`src/sv/crsc_pkg.sv`:
```
// ----------------------------------------------------------------------------
// crsc_pkg: shared types and constants of the charlieplex ring scan controller
// Item and register codes, line drive type, buzzer pattern tables.
// ----------------------------------------------------------------------------
package crsc_pkg;

  localparam int unsigned LINES      = 4;
  localparam int unsigned SLOT_W     = 2;
  localparam int unsigned MAP_W      = 24;
  localparam int unsigned FRAME_W    = 12;
  localparam int unsigned HOLD_W     = 6;
  localparam int unsigned TICK_W     = 16;
  localparam int unsigned STEP_W     = 9;
  localparam int unsigned PAT_W      = 3;
  localparam int unsigned CFG_ADDR_W = 4;
  localparam int unsigned CFG_DATA_W = 32;

  localparam logic [HOLD_W-1:0] SAMPLE_STEP_MS   = 6'd2;
  localparam logic [HOLD_W-1:0] RELEASE_RESET_MS = 6'd30;

  // Item codes
  typedef enum logic [1:0] {
    ACT_TICK          = 2'd0,
    ACT_SET_FRAME     = 2'd1,
    ACT_START_PATTERN = 2'd2,
    ACT_TAKE_EVENTS   = 2'd3
  } action_e;

  // Register indexes (word address bits 3:2)
  typedef enum logic [1:0] {
    REG_ANODE_MAP    = 2'd0,
    REG_CATHODE_MAP  = 2'd1,
    REG_RELEASE_TIME = 2'd2
  } cfg_reg_e;

  // Buzzer patterns
  localparam logic [PAT_W-1:0] PAT_CHIRP     = 3'd0;
  localparam logic [PAT_W-1:0] PAT_START     = 3'd1;
  localparam logic [PAT_W-1:0] PAT_WIN       = 3'd2;
  localparam logic [PAT_W-1:0] PAT_NEAR      = 3'd3;
  localparam logic [PAT_W-1:0] PAT_MISS      = 3'd4;
  localparam logic [PAT_W-1:0] PATTERN_COUNT = 3'd5;

  localparam logic [PAT_W-1:0] WIN_STEPS = 3'd5;

  typedef struct packed {
    logic [LINES-1:0] enable;
    logic [LINES-1:0] level;
  } drive_t;

  // Number of steps in a pattern; zero for unknown codes
  function automatic logic [PAT_W-1:0] tone_len(input logic [PAT_W-1:0] sel);
    logic [PAT_W-1:0] len;
    case (sel)
      PAT_CHIRP, PAT_START, PAT_NEAR, PAT_MISS: len = 3'd1;
      PAT_WIN:                                  len = WIN_STEPS;
      default:                                  len = 3'd0;
    endcase
    return len;
  endfunction

  // Duration in ms of one step of a pattern
  function automatic logic [STEP_W-1:0] step_length(input logic [PAT_W-1:0] sel,
                                                    input logic [PAT_W-1:0] idx);
    logic [STEP_W-1:0] len;
    case (sel)
      PAT_CHIRP: len = 9'd40;
      PAT_START: len = 9'd60;
      PAT_WIN: begin
        if (idx >= WIN_STEPS) len = 9'd0;
        else if (idx[0])      len = 9'd50;
        else                  len = 9'd30;
      end
      PAT_NEAR:  len = 9'd150;
      PAT_MISS:  len = 9'd450;
      default:   len = 9'd0;
    endcase
    return len;
  endfunction

endpackage

```
`src/sv/crsc_debounce.sv`:
```
// ----------------------------------------------------------------------------
// crsc_debounce: leading-edge debounce of one button
// Latch an event on the first pressed sample; re-arm after the release time.
// ----------------------------------------------------------------------------
module crsc_debounce (
  input  logic                        clk_i,
  input  logic                        rst_ni,
  input  logic                        sample_en_i,
  input  logic                        pressed_i,
  input  logic [crsc_pkg::HOLD_W-1:0] release_time_i,
  input  logic                        take_en_i,
  output logic                        taken_o
);

  logic                        armed_q, armed_d;
  logic                        event_q, event_d;
  logic [crsc_pkg::HOLD_W-1:0] hold_q, hold_d;

  always_comb begin
    armed_d = armed_q;
    event_d = event_q;
    hold_d  = hold_q;
    if (take_en_i) begin
      event_d = 1'b0;
    end else if (sample_en_i) begin
      if (pressed_i) begin
        if (armed_q) begin
          armed_d = 1'b0;
          event_d = 1'b1;
        end
        hold_d = release_time_i;
      end else if (!armed_q) begin
        if (hold_q > crsc_pkg::SAMPLE_STEP_MS) begin
          hold_d = hold_q - crsc_pkg::SAMPLE_STEP_MS;
        end else begin
          hold_d  = '0;
          armed_d = 1'b1;
        end
      end
    end
  end

  assign taken_o = take_en_i & event_q;

  always_ff @(posedge clk_i or negedge rst_ni) begin
    if (!rst_ni) begin
      armed_q <= 1'b1;
      event_q <= 1'b0;
      hold_q  <= '0;
    end else begin
      armed_q <= armed_d;
      event_q <= event_d;
      hold_q  <= hold_d;
    end
  end

endmodule

```
`src/sv/crsc_row_drive.sv`:
```
// ----------------------------------------------------------------------------
// crsc_row_drive: line drive for one scan row
// Collect cathodes of lit LEDs whose anode is the row; blank an empty row.
// ----------------------------------------------------------------------------
module crsc_row_drive #(
  parameter int unsigned RING_POSITIONS = 12
) (
  input  logic [RING_POSITIONS-1:0]      lit_frame_i,
  input  logic [crsc_pkg::MAP_W-1:0]     anode_map_i,
  input  logic [crsc_pkg::MAP_W-1:0]     cathode_map_i,
  input  logic [crsc_pkg::SLOT_W-1:0]    row_i,
  output crsc_pkg::drive_t               drive_o
);

  logic [crsc_pkg::LINES-1:0] lows;
  logic [crsc_pkg::LINES-1:0] row_onehot;

  always_comb begin
    lows = '0;
    for (int i = 0; i < RING_POSITIONS; i++) begin
      if (lit_frame_i[i] && (anode_map_i[2*i +: 2] == row_i)) begin
        lows[cathode_map_i[2*i +: 2]] = 1'b1;
      end
    end
  end

  assign row_onehot = crsc_pkg::LINES'(1) << row_i;

  always_comb begin
    if (lows != '0) begin
      drive_o.level  = row_onehot;
      drive_o.enable = lows | row_onehot;
    end else begin
      drive_o.level  = '0;
      drive_o.enable = '0;
    end
  end

endmodule

```
`src/sv/crsc_buzzer.sv`:
```
// ----------------------------------------------------------------------------
// crsc_buzzer: buzzer gate sequencer
// Step through on/off durations of the selected pattern, one ms per tick.
// ----------------------------------------------------------------------------
module crsc_buzzer (
  input  logic                       clk_i,
  input  logic                       rst_ni,
  input  logic                       tick_en_i,
  input  logic                       start_en_i,
  input  logic [crsc_pkg::PAT_W-1:0] pattern_id_i,
  output logic                       gate_o
);

  logic [crsc_pkg::PAT_W-1:0]  sel_q, sel_d;
  logic                        active_q, active_d;
  logic [crsc_pkg::PAT_W-1:0]  idx_q, idx_d;
  logic [crsc_pkg::STEP_W-1:0] left_q, left_d;
  logic                        gate_q, gate_d;
  logic [crsc_pkg::STEP_W-1:0] left_dec;
  logic [crsc_pkg::PAT_W-1:0]  idx_inc;

  assign left_dec = left_q - 1'b1;
  assign idx_inc  = idx_q + 1'b1;

  always_comb begin
    sel_d    = sel_q;
    active_d = active_q;
    idx_d    = idx_q;
    left_d   = left_q;
    gate_d   = gate_q;
    if (start_en_i) begin
      // drop unknown patterns
      if (pattern_id_i < crsc_pkg::PATTERN_COUNT) begin
        sel_d    = pattern_id_i;
        idx_d    = '0;
        left_d   = crsc_pkg::step_length(pattern_id_i, '0);
        active_d = 1'b1;
        gate_d   = 1'b1;
      end
    end else if (tick_en_i && active_q) begin
      left_d = left_dec;
      if (left_dec == '0) begin
        idx_d = idx_inc;
        if (idx_inc >= crsc_pkg::tone_len(sel_q)) begin
          active_d = 1'b0;
          gate_d   = 1'b0;
        end else begin
          left_d = crsc_pkg::step_length(sel_q, idx_inc);
          gate_d = ~idx_inc[0];
        end
      end
    end
  end

  assign gate_o = gate_q;

  always_ff @(posedge clk_i or negedge rst_ni) begin
    if (!rst_ni) begin
      sel_q    <= '0;
      active_q <= 1'b0;
      idx_q    <= '0;
      left_q   <= '0;
      gate_q   <= 1'b0;
    end else begin
      sel_q    <= sel_d;
      active_q <= active_d;
      idx_q    <= idx_d;
      left_q   <= left_d;
      gate_q   <= gate_d;
    end
  end

endmodule

```
`src/sv/charlieplex_ring_scan_controller.sv`:
```
// ----------------------------------------------------------------------------
// charlieplex_ring_scan_controller: ring LED scan, key debounce, buzzer gate
// Top level with input register, item decode, state and result registers.
// ----------------------------------------------------------------------------
// Every accepted beat yields exactly one result beat. A beat is first held in
// an input register; once the result slot is free or being taken, its action
// runs through one short pass of logic (debounce step, row drive, counters,
// buzzer step) and updates the block state, which doubles as the result
// register. One beat per cycle is taken as long as results are taken, set by
// the single update pass. While a result is stalled one more beat waits in the
// input register, then input stalls too. Line drive (line_enable_o,
// line_level_o) only changes on tick beats; catch_event_o and start_event_o
// are 1 only for take-events beats that find a latched event. Registers: anode
// map at 0x0, cathode map at 0x4, release time at 0x8; write them only while no
// beat is in flight.
// ----------------------------------------------------------------------------
module charlieplex_ring_scan_controller #(
  parameter int unsigned RING_POSITIONS = 12
) (
  input  logic                                clk_i,
  input  logic                                rst_ni,
  // item channel
  input  logic                                in_valid_i,
  output logic                                in_stall_o,
  input  logic [1:0]                          action_i,
  input  logic                                catch_pressed_i,
  input  logic                                start_pressed_i,
  input  logic [crsc_pkg::FRAME_W-1:0]        frame_bits_i,
  input  logic [crsc_pkg::PAT_W-1:0]          pattern_id_i,
  input  logic [1:0]                          take_mask_i,
  // result channel
  output logic                                out_valid_o,
  input  logic                                out_stall_i,
  output logic [crsc_pkg::LINES-1:0]          line_enable_o,
  output logic [crsc_pkg::LINES-1:0]          line_level_o,
  output logic                                buzzer_gate_o,
  output logic                                catch_event_o,
  output logic                                start_event_o,
  output logic [crsc_pkg::TICK_W-1:0]         tick_count_o,
  // register port
  input  logic                                psel,
  input  logic                                penable,
  input  logic                                pwrite,
  input  logic [crsc_pkg::CFG_ADDR_W-1:0]     paddr,
  input  logic [crsc_pkg::CFG_DATA_W-1:0]     pwdata,
  output logic [crsc_pkg::CFG_DATA_W-1:0]     prdata,
  output logic                                pready
);

  // ---------------------------------------------------------------- registers
  logic [crsc_pkg::MAP_W-1:0]  anode_map_q;
  logic [crsc_pkg::MAP_W-1:0]  cathode_map_q;
  logic [crsc_pkg::HOLD_W-1:0] release_time_q;
  logic                        cfg_write;
  crsc_pkg::cfg_reg_e          cfg_sel;

  assign pready    = 1'b1;
  assign cfg_write = psel & penable & pwrite;
  assign cfg_sel   = crsc_pkg::cfg_reg_e'(paddr[3:2]);

  always_ff @(posedge clk_i or negedge rst_ni) begin
    if (!rst_ni) begin
      anode_map_q    <= '0;
      cathode_map_q  <= '0;
      release_time_q <= crsc_pkg::RELEASE_RESET_MS;
    end else if (cfg_write) begin
      case (cfg_sel)
        crsc_pkg::REG_ANODE_MAP:    anode_map_q    <= pwdata[crsc_pkg::MAP_W-1:0];
        crsc_pkg::REG_CATHODE_MAP:  cathode_map_q  <= pwdata[crsc_pkg::MAP_W-1:0];
        crsc_pkg::REG_RELEASE_TIME: release_time_q <= pwdata[crsc_pkg::HOLD_W-1:0];
        default: ;
      endcase
    end
  end

  always_comb begin
    case (cfg_sel)
      crsc_pkg::REG_ANODE_MAP:    prdata = crsc_pkg::CFG_DATA_W'(anode_map_q);
      crsc_pkg::REG_CATHODE_MAP:  prdata = crsc_pkg::CFG_DATA_W'(cathode_map_q);
      crsc_pkg::REG_RELEASE_TIME: prdata = crsc_pkg::CFG_DATA_W'(release_time_q);
      default:                    prdata = '0;
    endcase
  end

  // ----------------------------------------------------------- input register
  logic                         in_vld_q, in_vld_d;
  crsc_pkg::action_e            act_q;
  logic                         catch_q;
  logic                         start_q;
  logic [crsc_pkg::FRAME_W-1:0] frame_q;
  logic [crsc_pkg::PAT_W-1:0]   pid_q;
  logic [1:0]                   take_q;
  logic                         in_accept;
  logic                         advance;

  // Run the held beat whenever the result slot is free or being taken.
  assign advance    = in_vld_q & (~out_valid_o | ~out_stall_i);
  assign in_stall_o = in_vld_q & ~advance;
  assign in_accept  = in_valid_i & ~in_stall_o;

  always_comb begin
    in_vld_d = in_vld_q;
    if (in_accept)    in_vld_d = 1'b1;
    else if (advance) in_vld_d = 1'b0;
  end

  always_ff @(posedge clk_i or negedge rst_ni) begin
    if (!rst_ni) begin
      in_vld_q <= 1'b0;
    end else begin
      in_vld_q <= in_vld_d;
    end
  end

  // payload needs no reset
  always_ff @(posedge clk_i) begin
    if (in_accept) begin
      act_q   <= crsc_pkg::action_e'(action_i);
      catch_q <= catch_pressed_i;
      start_q <= start_pressed_i;
      frame_q <= frame_bits_i;
      pid_q   <= pattern_id_i;
      take_q  <= take_mask_i;
    end
  end

  // ------------------------------------------------------------ item decode
  logic do_tick, do_frame, do_start, do_take;

  always_comb begin
    do_tick  = 1'b0;
    do_frame = 1'b0;
    do_start = 1'b0;
    do_take  = 1'b0;
    if (advance) begin
      case (act_q)
        crsc_pkg::ACT_TICK:          do_tick  = 1'b1;
        crsc_pkg::ACT_SET_FRAME:     do_frame = 1'b1;
        crsc_pkg::ACT_START_PATTERN: do_start = 1'b1;
        crsc_pkg::ACT_TAKE_EVENTS:   do_take  = 1'b1;
        default: ;
      endcase
    end
  end

  // -------------------------------------------------------------- state
  logic [RING_POSITIONS-1:0]    lit_frame_q;
  logic [crsc_pkg::SLOT_W-1:0]  slot_q, slot_next;
  logic [crsc_pkg::TICK_W-1:0]  ms_q;
  crsc_pkg::drive_t             drive_q, row_drive;
  logic                         out_vld_q, out_vld_d;
  logic                         took_catch_q, took_start_q;
  logic                         took_catch, took_start;

  assign slot_next = slot_q + 1'b1;

  // Odd slots sample the catch button, even slots the start button.
  crsc_debounce u_catch_btn (
    .clk_i          (clk_i),
    .rst_ni         (rst_ni),
    .sample_en_i    (do_tick & slot_q[0]),
    .pressed_i      (catch_q),
    .release_time_i (release_time_q),
    .take_en_i      (do_take & take_q[0]),
    .taken_o        (took_catch)
  );

  crsc_debounce u_start_btn (
    .clk_i          (clk_i),
    .rst_ni         (rst_ni),
    .sample_en_i    (do_tick & ~slot_q[0]),
    .pressed_i      (start_q),
    .release_time_i (release_time_q),
    .take_en_i      (do_take & take_q[1]),
    .taken_o        (took_start)
  );

  // Drive the row the scan moves to on this tick.
  crsc_row_drive #(
    .RING_POSITIONS (RING_POSITIONS)
  ) u_row_drive (
    .lit_frame_i   (lit_frame_q),
    .anode_map_i   (anode_map_q),
    .cathode_map_i (cathode_map_q),
    .row_i         (slot_next),
    .drive_o       (row_drive)
  );

  crsc_buzzer u_buzzer (
    .clk_i        (clk_i),
    .rst_ni       (rst_ni),
    .tick_en_i    (do_tick),
    .start_en_i   (do_start),
    .pattern_id_i (pid_q),
    .gate_o       (buzzer_gate_o)
  );

  always_comb begin
    out_vld_d = out_vld_q;
    if (advance)          out_vld_d = 1'b1;
    else if (!out_stall_i) out_vld_d = 1'b0;
  end

  always_ff @(posedge clk_i or negedge rst_ni) begin
    if (!rst_ni) begin
      lit_frame_q  <= '0;
      slot_q       <= '0;
      ms_q         <= '0;
      drive_q      <= '0;
      out_vld_q    <= 1'b0;
      took_catch_q <= 1'b0;
      took_start_q <= 1'b0;
    end else begin
      out_vld_q <= out_vld_d;
      if (advance) begin
        took_catch_q <= took_catch;
        took_start_q <= took_start;
      end
      if (do_frame) begin
        lit_frame_q <= frame_q[RING_POSITIONS-1:0];
      end
      if (do_tick) begin
        slot_q  <= slot_next;
        ms_q    <= ms_q + 1'b1;
        drive_q <= row_drive;
      end
    end
  end

  // State registers change only when a result is loaded, so they are the result.
  assign out_valid_o   = out_vld_q;
  assign line_enable_o = drive_q.enable;
  assign line_level_o  = drive_q.level;
  assign catch_event_o = took_catch_q;
  assign start_event_o = took_start_q;
  assign tick_count_o  = ms_q;

endmodule

```
`config.mk`:
```
export PLATFORM = sky130hd
export DESIGN_NAME = charlieplex_ring_scan_controller
export DESIGN_NICKNAME = d
export VERILOG_FILES = /design/src/sv/crsc_pkg.sv /design/src/sv/crsc_debounce.sv /design/src/sv/crsc_row_drive.sv /design/src/sv/crsc_buzzer.sv /design/src/sv/charlieplex_ring_scan_controller.sv
export SDC_FILE = /design/constraint.sdc
export NUM_CORES = 1
export LEC_CHECK = 0
export ABC_AREA = 1
export ABC_CLOCK_PERIOD_IN_PS = 2710
export BUFFER_PORTS_ARGS = -buffer_cell sky130_fd_sc_hd__buf_2
export CAP_MARGIN = 10
export CORE_UTILIZATION = 30
export CTS_CLUSTER_SIZE = 20
export DETAILED_ROUTE_END_ITERATION = 6
export MAX_ROUTING_LAYER = met4
export PLACE_DENSITY_LB_ADDON = 0.05
export REMOVE_ABC_BUFFERS = 1
export SYNTH_ARGS = -nofsm -noshare
export SYNTH_HDL_FRONTEND = slang
export SYNTH_SLANG_ARGS = --single-unit
```
`constraint.sdc`:
```
create_clock -name clk_i -period 2.71 [get_ports clk_i]
set_clock_uncertainty 0.2 [all_clocks]
set_input_delay 0 -clock clk_i [delete_from_list [all_inputs] [get_ports clk_i]]
set_output_delay 0 -clock clk_i [all_outputs]
set_load 0.01 [all_outputs]
```
After elaboration in Yosys (flattened, before gate mapping)

Index checks and enable logic that the tools add are counted.

Output and inout port bits: 62
Input port bits: 64
Logic and storage cells: 277
Bits in registers: 150

Add/sub/neg operators: 6
Multiplexer cells: 96
Shift operators: 1
Equality and inequality tests: 29
Bitwise operators: 32
$lt $le $gt $ge: 29
Reductions and logical operators: 55

Operators with widths:

| cell                  | number |
|---|---|
| $pmux 9 s5            | 2 |
| $pmux 24 s3           | 1 |
| $mux 9                | 6 |
| $mux 4                | 12 |
| $or 4x4->4            | 12 |
| $mux 1                | 47 |
| $mux 6                | 7 |
| $lt 2x3->1 const B    | 12 |
| $logic_and 1x1->1     | 25 |
| $demux 1 s2           | 12 |
| $eq 2x2->1            | 12 |
| $ge 2x1->1 const B    | 12 |
| $mux 3                | 7 |
| $reduce_bool 2->1     | 10 |
| $add 16x1->16 const B | 1 |
| $reduce_and 3->1      | 5 |
| $reduce_and 2->1      | 7 |
| $eq 3x2->1 const B    | 4 |
| $gt 6x2->1 const B    | 2 |
| $sub 6x2->6 const B   | 2 |
| $and 1x1->1           | 11 |
| $logic_not 9->1       | 1 |
| $sub 9x1->9 const B   | 1 |
| $mux 8                | 1 |
| other kinds (20)      | 36 |

Logic depth before layout (Yosys ltp)

Depth in word-level cells: 29
Depth in mapped cells: 15
Depth with buffers taken out: 14

By module

From an unflattened synthesis, not the netlist that was laid out.

Cell total of the unflattened synthesis: 1118
Area total of the unflattened synthesis: 8602.0 µm²

Modules (own cells, without submodules):

| module                           | area each (µm²) | instances | sequential area each (µm²) | cells an instance |
|---|---|---|---|---|
| charlieplex_ring_scan_controller | 5096.1          | 1         | 3037.9                     | 522 |
| crsc_buzzer                      | 1351.3          | 1         | 425.4                      | 206 |
| crsc_row_drive                   | 1163.6          | 1         | 0.0                        | 252 |
| crsc_debounce                    | 495.5           | 2         | 201.4                      | 69 |

Least setup slack after synthesis

No wires, ideal clock.

Path kind: register to register
From: register slot_q[0] (netlist name)
To: register drive_q, in the netlist line_enable_o[2]
Period minus slack after synthesis: 2326 ps
Buffers on the path: 2
Required time: 2393 ps
Library setup time: 117 ps
Arrival: 2009 ps
Cell stages (with the launch flop): 15
Path slack: 384 ps
Cells stage by stage: dfrtp_1 -> buf_4 -> inv_1 -> ha_1 -> buf_2 -> nor2_1 -> nor2_1 -> nand3_1 -> nand3_1 -> nor2_1 -> nand2_1 -> nor2_1 -> nand2_2 -> nand2_1 -> nand2_1

Word-level cells in the longest chain between the ends: 28
Elaborated cells on any way between the ends: 52
Classes of those cells: add/sub: 1; eq/ne: 12; shift: 1; mux: 13; bitwise: 12; reduce/logical: 13

RTL lines:

| element                                                | line                                       | RTL |
|---|---|---|
| from (decl)                                            | charlieplex_ring_scan_controller.sv:148    | `logic [crsc_pkg::SLOT_W-1:0] slot_q, slot_next;` |
| from (signal assigned)                                 | charlieplex_ring_scan_controller.sv:223    | `slot_q <= slot_next;` |
| $add 2x1->2 *                                          | charlieplex_ring_scan_controller.sv:155    | `assign slot_next = slot_q + 1'b1;` |
| net slot_next, one bit                                 | charlieplex_ring_scan_controller.sv:148    |  |
| $eq 2x2->1                                             | crsc_row_drive.sv:21                       | `if (lit_frame_i[i] && (anode_map_i[2*i +: 2] == row_i)) begin` |
| $logic_and 1x1->1                                      | crsc_row_drive.sv:21                       |  |
| $mux 4                                                 | crsc_row_drive.sv:21                       |  |
| $or 4x4->4 (no source line)                            | -                                          |  |
| $mux 4                                                 | crsc_row_drive.sv:21                       |  |
| $or 4x4->4 (no source line)                            | -                                          |  |
| (+13 left out)                                         | -                                          |  |
| $or 4x4->4 (no source line)                            | -                                          |  |
| $mux 4                                                 | crsc_row_drive.sv:21                       |  |
| $or 4x4->4 (no source line)                            | -                                          |  |
| $mux 4                                                 | crsc_row_drive.sv:21                       |  |
| $or 4x4->4 (no source line)                            | -                                          |  |
| $mux 4                                                 | crsc_row_drive.sv:21                       |  |
| $reduce_bool 4->1 / $or 4x4->4 (equally long branches) | crsc_row_drive.sv:30, crsc_row_drive.sv:32 |  |
| $mux 8 *                                               | crsc_row_drive.sv:30                       | `if (lows != '0) begin` |
| to (signal assigned)                                   | charlieplex_ring_scan_controller.sv:225    | `drive_q <= row_drive;` |
| to (decl)                                              | charlieplex_ring_scan_controller.sv:150    | `crsc_pkg::drive_t drive_q, row_drive;` |

Mark *: on every way through the listed nets, which the timed path passes. The rest lies on a longest branch.
A chain may end at the register's enable or synchronous reset.

Final worst setup path

From: register slot_q[1] (netlist name)
To: register drive_q, in the netlist line_enable_o[2]

The elaborated chain is that of the path after synthesis.

==> impl_metrics.tcl <==
set metrics [dict create \
    post_cts_buffers 0 \
    vias 6794 \
    nets 1234 \
    r2r_start "slot_q[1]$_DFFE_PN0P_" \
    multi_input_area_sq_mm 0.00342 \
    switching_share_pct 39.3 \
    grt_first_pass_wirelength_mm 36.1 \
    area_growth_pct 25.9 \
    vdd_drop_max_mv 0.318 \
    finalCriticalPeriod_ns 2.47 \
    ys_top_cells_by_count "nand2_1 (245), inv_1 (139), dfrtp_1 (123)" \
    clkTransAtPathRegs_ns 0.06 \
    drc 17 \
    ant_nets 0 \
    required_ns 2.82 \
    crit_path_end "line_enable_o[2]$_DFFE_PN0P_" \
    ff_latch_area_sq_mm 0.00387 \
    violations "design-rule violations" \
    fin_crit_sh_pct 91.3 \
    routedWlPerCell_microns 15.0 \
    worstSetupPathType "register to register" \
    start_kind "register" \
    worst_slew_pin_slew_ns 0.851 \
    maxSlewHeadroom_pct 42.8 \
    grt_max_degree 49 \
    p_int_mw 5.45 \
    dp.cells 1419 \
    pwr-share-clk_pct 26.4 \
    synth.area.top_cells "dfrtp_1 (39%), nand2_1 (12%), edfxtp_1 (7.9%)" \
    fillCellCount 2762 \
    power.total_mw 8.99 \
    die_area_sq_mm 0.0273 \
    cp-startpoint "slot_q[1]$_DFFE_PN0P_" \
    routed_via_density 4.51 \
    final_layout_size_suffix_gt1_share_pct 16.6 \
    p_seq_share_pct 37.3 \
    stdcell_count 1505 \
    clk_path_buf_depth 2 \
    met3_usage_pct 3.20 \
    grt_overflow 0 \
    cts_sinks 150 \
    cts_made_buffers 17 \
    worstSkewPairLatency_ns 0.42 \
    synth_area_sq_mm 0.00799 \
    post-dp-hpwl_mm 16.4 \
    synth.ff_latch_count 150 \
    grt_pass1_vias 6516 \
    whs_path_depth 2 \
    yosysTopAreaCell "dfrtp_1" \
    cts-root-buf "clkbuf_16" \
    antenna_found_initial 0 \
    critPathCaptureType "register" \
    r2r_slack_ns 0.24 \
    tns_ns 0 \
    synth_edf_count 21 \
    setup_violations 0 \
    ys_seq_area_share_pct 48.4 \
    track_usage_pct 18.1 \
    met2_usage_pct 28.3 \
    ys.flop_type "dfrtp_1" \
    fmaxAchievable_mhz 404 \
    h-tree-depth 4 \
    maxSlewViolCount 0 \
    fin_ws_ns 0.235 \
    diodes 0 \
    place_congestion 0.826 \
    max-cap-violations 0 \
    synth_cells 991 \
    rsz0062_at_grt "false" \
    worstPathMaxFanout 8 \
    yosysMostFrequentCell "nand2_1" \
    crit_arrival_ns 2.58 \
    coreArea_sq_mm 0.0261 \
    cts_tree "built" \
    pre_cts_ws_ns 0.255 \
    outcome "finished, violations left" \
    worstReg2RegEnd "line_enable_o[2]$_DFFE_PN0P_" \
    wirelength_mm 22.6 \
    drt_iter0_drc 369 \
    io_pins 126 \
    io_buffers 106 \
    pwr-share-comb_pct 36.3 \
    leakagePower_nw 5.06 \
    yosys_warnings 0 \
    min_path_type "input port to register" \
    r2r_cells 14 \
    first_pass_iters 7 \
    die_h_microns 165 \
    start_util_pct 30.6 \
    grt_util_met1_pct 24.5 \
    async_flop_share_pct 86.0 \
    gr-max-usage-layer "met2" \
    fp.dieW_microns 165 \
    final_hold_viol_count 0 \
    num_rows 59 \
    avgSynthCellArea_sq_um 8.07 \
    yosys.area.top_type_share_pct 38.5 \
    power_density_mw_per_mm2 893 \
    synthDistinctLibCells 45 \
    p_sw_mw 3.53 \
]
[state kept, by name, indices dropped and copies added, names as in the netlist, 6 cells and up]
register            flops
anode_map_q            24
cathode_map_q          24
tick_count_o           16
frame_q                12
lit_frame_q            12
u_buzzer.left_q         9
release_time_q          6
u_catch_btn.hold_q      6
u_start_btn.hold_q      6
[cells by family (layout without fill, tap and decap cells)]
logic type      count (synthesis)  in the layout  synth area share, %
compound gates                150            150                 10.3
xor+xnor                       28             28                 3.16
fa+ha+maj                      13             13                 2.04
buf+inv                       179            351                 9.20
flops                         150            150                 48.4
mux                            12             12                 1.69
other cells                     2              9               0.0940
simple gates                  457            457                 25.1
[per-stage QoR]
stage / area [sq um] / util [%] / hold WS (ns)
3_3_place_gp: 8920 / 34.1 / -0.209
4_1_cts: 10100 / 38.5 / 0.0625
5_1_grt: 10100 / 38.5 / 0.0763
2_1_floorplan: 7830 / - / -0.496
6_report: 10100 / 38.5 / 0.0878
3_5_place_dp: 8920 / 34.1 / -0.208
[layout by cell type (no fill, tap or decap), drive strengths merged, types with 11 or more instances in the layout]
cell	netlist	layout
nand2	254	254
inv	142	145
dfrtp	123	123
buf	19	121
nor2	112	112
o21ai	111	111
dlygate4sd3	0	53
nand4	47	47
nand3	29	29
edfxtp	21	21
clkbuf	15	18
xor2	17	17
o22ai	16	16
ha	13	13
mux2	12	12
xnor2	11	11
[routing by layer]
layer  vias up  routed length (microns)
met5         -                        0
met4         0                      244
met3        14                      744
met2       123                    10600
met1      3133                    11000
li1       3524                        -
[layout make-up]
cell class              instances  area share, %
well taps                     335           4.17
flip-flops and latches        150           38.4
multi-input cells             669           34.0
inverters                     145           5.43
clock inverters                14           1.52
repair buffers                174           12.2
clock buffers                  18           4.27
[power groups by stage]
stage               logic (mW)  registers [mW]  clock network (mW)
floorplan                 2.18            3.31                   0
global placement          3.20            3.40                   0
detailed placement        3.21            3.40                   0
CTS                       3.29            3.37                2.47
global route              3.80            3.45                2.57
finish                    3.26            3.35                2.38
[how the worst min path moves through the flow]
stage	from	end	slack, ns
2_1_floorplan	rst_ni	anode_map_q[0]$_DFFE_PN0P_	-0.50
6_report	frame_bits_i[7]	frame_q[7]$_DFFE_PP_	0.09
4_1_cts	frame_bits_i[8]	frame_q[8]$_DFFE_PP_	0.06
3_5_place_dp	rst_ni	u_buzzer.left_q[8]$_DFFE_PN0P_	-0.21
5_1_grt	pattern_id_i[2]	pid_q[2]$_DFFE_PP_	0.08
3_3_place_gp	rst_ni	u_buzzer.left_q[8]$_DFFE_PN0P_	-0.21
[what timing repair did]
item,CTS,global route
hold endpoints to repair,203,0
resized for setup,0,0
hold buffers,54,0
[worst max-delay path: stages (launching register included)]
cell	delay, ns
dfrtp_1	0.37
inv_1	0.08
ha_1	0.41
buf_4	0.18
nand2_1	0.05
nand2_1	0.06
nor2_1	0.06
nand3_1	0.10
nand3_1	0.09
nor2_1	0.22
nand3_1	0.10
nor2_1	0.15
nand2_2	0.15
nand2_1	0.10
nand2_1	0.04
(Power assumes the default switching activity.)
